==> config.mk <==
export PLATFORM = sky130hd
export DESIGN_NAME = hufd_ram
export DESIGN_NICKNAME = d
export VERILOG_FILES = /design/src/rtl/hufd_ram.sv
export SDC_FILE = /design/constraint.sdc
export NUM_CORES = 2
export LEC_CHECK = 0
export BUFFER_PORTS_ARGS = -buffer_cell sky130_fd_sc_hd__buf_2
export CAP_MARGIN = 20
export CORE_UTILIZATION = 35
export CTS_BUF_LIST = sky130_fd_sc_hd__clkbuf_4 sky130_fd_sc_hd__clkbuf_8 sky130_fd_sc_hd__clkbuf_16
export DETAILED_ROUTE_END_ITERATION = 8
export GPL_ROUTABILITY_DRIVEN = 0
export HOLD_SLACK_MARGIN = 0.03
export PLACE_DENSITY = 0.58
export RECOVER_POWER = 25
export SLEW_MARGIN = 20
export SYNTH_ARGS = -nofsm -noshare
export SYNTH_HDL_FRONTEND = slang
export SYNTH_MEMORY_MAX_BITS = 65536
export SYNTH_SLANG_ARGS = --single-unit
==> constraint.sdc <==
create_clock -name clock -period 2.2 [get_ports clock]
set_input_delay 0.22 -clock clock [delete_from_list [all_inputs] [get_ports clock]]
set_output_delay 0.22 -clock clock [all_outputs]
set_load 0.01 [all_outputs]
==> src/rtl/hufd_ram.sv <==
`timescale 1ns / 1ps

module hufd_ram #(
   parameter int WIDTH = 9,
   parameter int DEPTH = 512
) (
   input  logic                     clock,
   input  logic                     wr_en,
   input  logic [$clog2(DEPTH)-1:0] wr_addr,
   input  logic [WIDTH-1:0]         wr_data,
   input  logic [$clog2(DEPTH)-1:0] rd_addr,
   output logic [WIDTH-1:0]         rd_data
);

   logic [WIDTH-1:0] mem [DEPTH];

   // one write port, registered read port (old data on collision)
   always_ff @(posedge clock) begin
      if (wr_en) begin
         mem[wr_addr] <= wr_data;
      end
      rd_data <= mem[rd_addr];
   end

endmodule

; Word level (Yosys, flattened, before mapping)
; Memories as Yosys holds them, arrays and structs flattened. A register that Yosys moved wholly into a read port is not among the register bits.
; Index checks and enable logic that the tools add are counted.
[word_totals]
regBits = 0
latchBits = 0
ram_bits = 4608
mem_bits_ro = 0
output_inout_bits = 9
memories = 1
[mem_list]
columns = memory, depth, word_bits, read_ports, rd_clocked_by_memory_dff, wr, line_no
row1 = mem, 512, 9, 1, 1, 1, 15  ; logic [WIDTH-1:0] mem [DEPTH];
[classes]
add_sub_neg = 0
n_mul = 0
n_div = 0
magnitude_cmp = 0
n_eq_ne = 0
shifts = 0
n_mux = 2
n_bitwise = 0
n_reduce_logical = 0
[op_table]
columns = op, count
row1 = $mux W1, 2

; Logic depth before layout (Yosys ltp)
[depth]
ltp_word = 2
depth_mapped = 13
mapped_depth_nobuf = 7

; Worst setup path after synthesis
; OpenSTA, ideal clock, no wires.
[synth_path]
path_kind = input -> register
startpoint = in rd_addr[0]
endpoint = reg rd_data[0] (read register of mem)
setup_time_ns = 0.117
arrival_time_ns = 2.139
required_time_ns = 2.083
path_slack_ns = -0.056
cell_stages = 9
cell_sequence = buf_6 > buf_12 > buf_12 > buf_4 > mux4_2 > mux4_2 > o21ai_1 > o21ai_1 > and4bb_1
[synth_rtl]
columns = element, line_no
row1 = "start, declared", 11  ; input logic [$clog2(DEPTH)-1:0] rd_addr,
row2 = "end, declared", 12  ; output logic [WIDTH-1:0] rd_data

==> results.md <==
- Comb pwr share: 5.7%
- Net switching power: 40600 uW
- EDFF count, synth: 4608
- RSZ-0062 raised after global routing: yes
- All-Layer GR Usage: 18.8%
- R2r startpoint: mem[42][6]
- Die height: 718 um
- Final ANT Viol Nets: 0
- Slew headroom: -48.4%
- Slew Viols, Final: 232
- CP max FO: 2
- R2R Path End: rd_data[6]
- Layout Utilization: between 40% and 50%
- Clock Latency Late Sink: between 1000 and 1500 ps
- WP buf/inv: 2
- Sequential element share of the synthesized area: 77.1%
- Final Hold Viols: 0
- Crit path kind: register to register
- CP top delay family: simple AND/OR/NAND/NOR gates
- Clk sinks: 4617
- Setup violators final: 858
- Drt drc: 0
- Largest cells by area after synthesis: edfxtp_1, mux4_2, mux2i_1
- Max Cap Viol: 5
- CTS tree: yes
- Req. time, crit path: 3160 ps
- Syn Inst Count: between 8000 and 9000
- Metal2 WL: between 200 and 250 mm
- Placed Cells incl. Taps: 16800
- First-pass GRT wire length: 712 mm
- Mapped Avg Cell Area: 20.2 um2
- Clk pwr share: 42.5%
- Worst Clk Skew: 70.9 ps
- VDD IR max: between 700 and 800 uV
- Register share of total power: 51.7%
- Synth warn: 0
- Final WL: 500 mm
- Clock-pin slew on the worst setup and hold paths: 60 ps
- Starting Density: 35.2%
- Hold path depth: 6
- Max stage delay cell, worst path: nand4_1
- Most frequent cells in the layout: edfxtp_1, buf_4, mux2i_1, mux4_2, nor2_1
- FF-to-FF setup slack: -450 ps
- Area growth syn-to-layout: 20.9%
- Worst slack at placement: -1600 ps
- P_int: 147000 uW
- WP data arrival: 3600 ps
- Commonest non-fill, non-tap cell in the layout: edfxtp_1
- Power per Cell Area: 864 nW/um2
- Fin crit period: 2650 ps
- Cell Rows: roughly 260
- Via Count: roughly 96000
- Finished Layout Cells: 17700
- Port Buffer Count: 37
- Yosys cell types: between 50 and 60
- CTS max path bufs: 4
- I/O pins: 38
- Leakage Power: 0.0716 uW
- Worst Hold Class: input port to register
- Die width: 718 um
- Post-DR wirelength/cell: between 20 and 30 um
- Sw Ratio: 21.7%
- Crit-path cells: mux2i_1 > o221ai_2 > a21oi_2 > buf_4 > nor4_4 > and4_4 > nand4_1 > clkbuf_16 > and4bb_1
- Overflow after GRT: 0
- Detailed router's first-iteration violation count: 10100
- Final Cycle Share: 120%
- Uppermost layer routed: met5
- Failing checks: capacitance limit, slew limit, setup timing
- Vias in the first global route: 97600
- Synth Register Bits: 4617
- Antenna violations before repair: 37
- Syn Nets: 8917
- Post-route setup slack: -447 ps
- Top FF cell, synth: edfxtp_1
- Setup TNS: -100180 ps
- Largest net degree at the start of global routing: ~120
- Vias per inst: 5.41
- CTS Buf Count: roughly 460
- Post-synth top area share: ~77%
- Largest area contributor in the netlist: edfxtp_1
- Worst-Margin Slew: 2230 ps
- Crit end category: register
- Ys async rst share: 0%
- Fmax: 378 MHz
- DRT Pass-1 Iters: 8
- Root Driver: clkbuf_16
- Worst reg-to-reg path cell count: 9
- Layout cells sized above 1: around a third
- Worst Hold Launch: wr_addr[3]
- Core Area: 510000 um2
- Largest stage delay on the critical path: 490 ps
- DR WL met3: between 30 and 40 mm
- Nets: 10600
- Hpwl dp: approximately 330 mm
- Worst Hold End: mem[468][5]
- # H-tree levels: 5
- Run status: finished with violations
- Die area: 516000 um2
- Startpoint Class: register
- Cell Area, Synth: 180000 um2
- M1 WL: 204 mm
## what timing repair did
item / 4_1_cts / 5_1_grt
pin swaps: 59 / 57
setup endpoints to repair: 12 / 9
buffers inserted: 0 / 3
hold endpoints to repair: 3123 / 0
hold buffers: 13 / 0
gates resized for setup: 150 / 79
## power by group through the flow
stage,Clock (uW),Combinational (uW),Sequential [uW]
floorplan,0,4650,98800
global placement,0,10500,98900
detailed placement,0,10700,98900
CTS,80900,10800,97000
global route,84100,11200,97000
finish,79800,10700,97000
## final cells by class
class | instances | area, um2
Fill cell | 44000 | 293000
Sequential cell | 4617 | 139000
Multi-Input combinational cell | 3705 | 38900
Timing Repair Buffer | 1740 | 15600
Clock buffer | 558 | 12400
Tap cell | 6732 | 8420
Clock inverter | 306 | 3120
Antenna cell | 23 | 57.6
Inverter | 4 | 23.8
## worst reg2reg max path, cell delays in order (launching register included)
cell,delay [ps]
edfxtp_1,330
mux2i_1,90
o221ai_2,330
a21oi_2,120
buf_4,160
nor4_4,150
and4_4,330
nand4_1,500
clkbuf_16,360
and4bb_1,240
## kinds of logic (layout without fill, tap and decap cells)
family / after synthesis / after routing / share of synthesized area (%)
buffers and inverters: 566 / 2608 / 1.85
multiplexers: 1643 / 1643 / 14.4
AO/OA/AOI/OAI: 1102 / 1102 / 4.30
flip-flops: 4617 / 4617 / 77.1
AND/OR/NAND/NOR: 960 / 960 / 2.34
other: 0 / 23 / 0
## sequential cells by signal, summed over array words and instances, names as in the netlist
register,count
rd_data,9
mem,4608
## through the flow
stage          cell area, um2  power [uW]  hold slack (ps)
2_1_floorplan          180000      103000              319
3_3_place_gp           201000      109000              646
3_5_place_dp           201000      110000              651
4_1_cts                217000      189000             40.7
5_1_grt                217000      192000              113
6_report               217000      188000              132
## cell usage after synthesis, drive strengths merged, types with 28 or more instances
| master | count |
|---|---|
| buf | 319 |
| clkbuf | 243 |
| nand2 | 125 |
| nor3 | 47 |
| a21oi | 217 |
| o22ai | 192 |
| o21ai | 145 |
| nor4 | 28 |
| nand4 | 66 |
| mux4 | 747 |
| a22oi | 51 |
| edfxtp | 4608 |
| nor2 | 601 |
| mux2i | 879 |
| o221ai | 431 |
## routing by layer
layer / track usage [%] / up-vias
met5: 0.120 / -
met4: 5.75 / 14
met3: 3.41 / 714
met2: 31.2 / 3823
met1: 25.2 / 50600
li1: - / 40600
## worst max-delay path by stage
stage / from / end / slack, ps / cells after the start
after detailed placement: rd_addr[2] / rd_data[3] / -1600 / 13
after global placement: rd_addr[0] / rd_data[3] / -2200 / 11
after floorplan: rd_addr[0] / rd_data[0] / -2 / 9
final: mem[42][6] / rd_data[6] / -450 / 9
after CTS: mem[315][6] / rd_data[6] / -380 / 10
after global routing: mem[283][6] / rd_data[6] / -420 / 9
(Power assumes the default switching activity.)
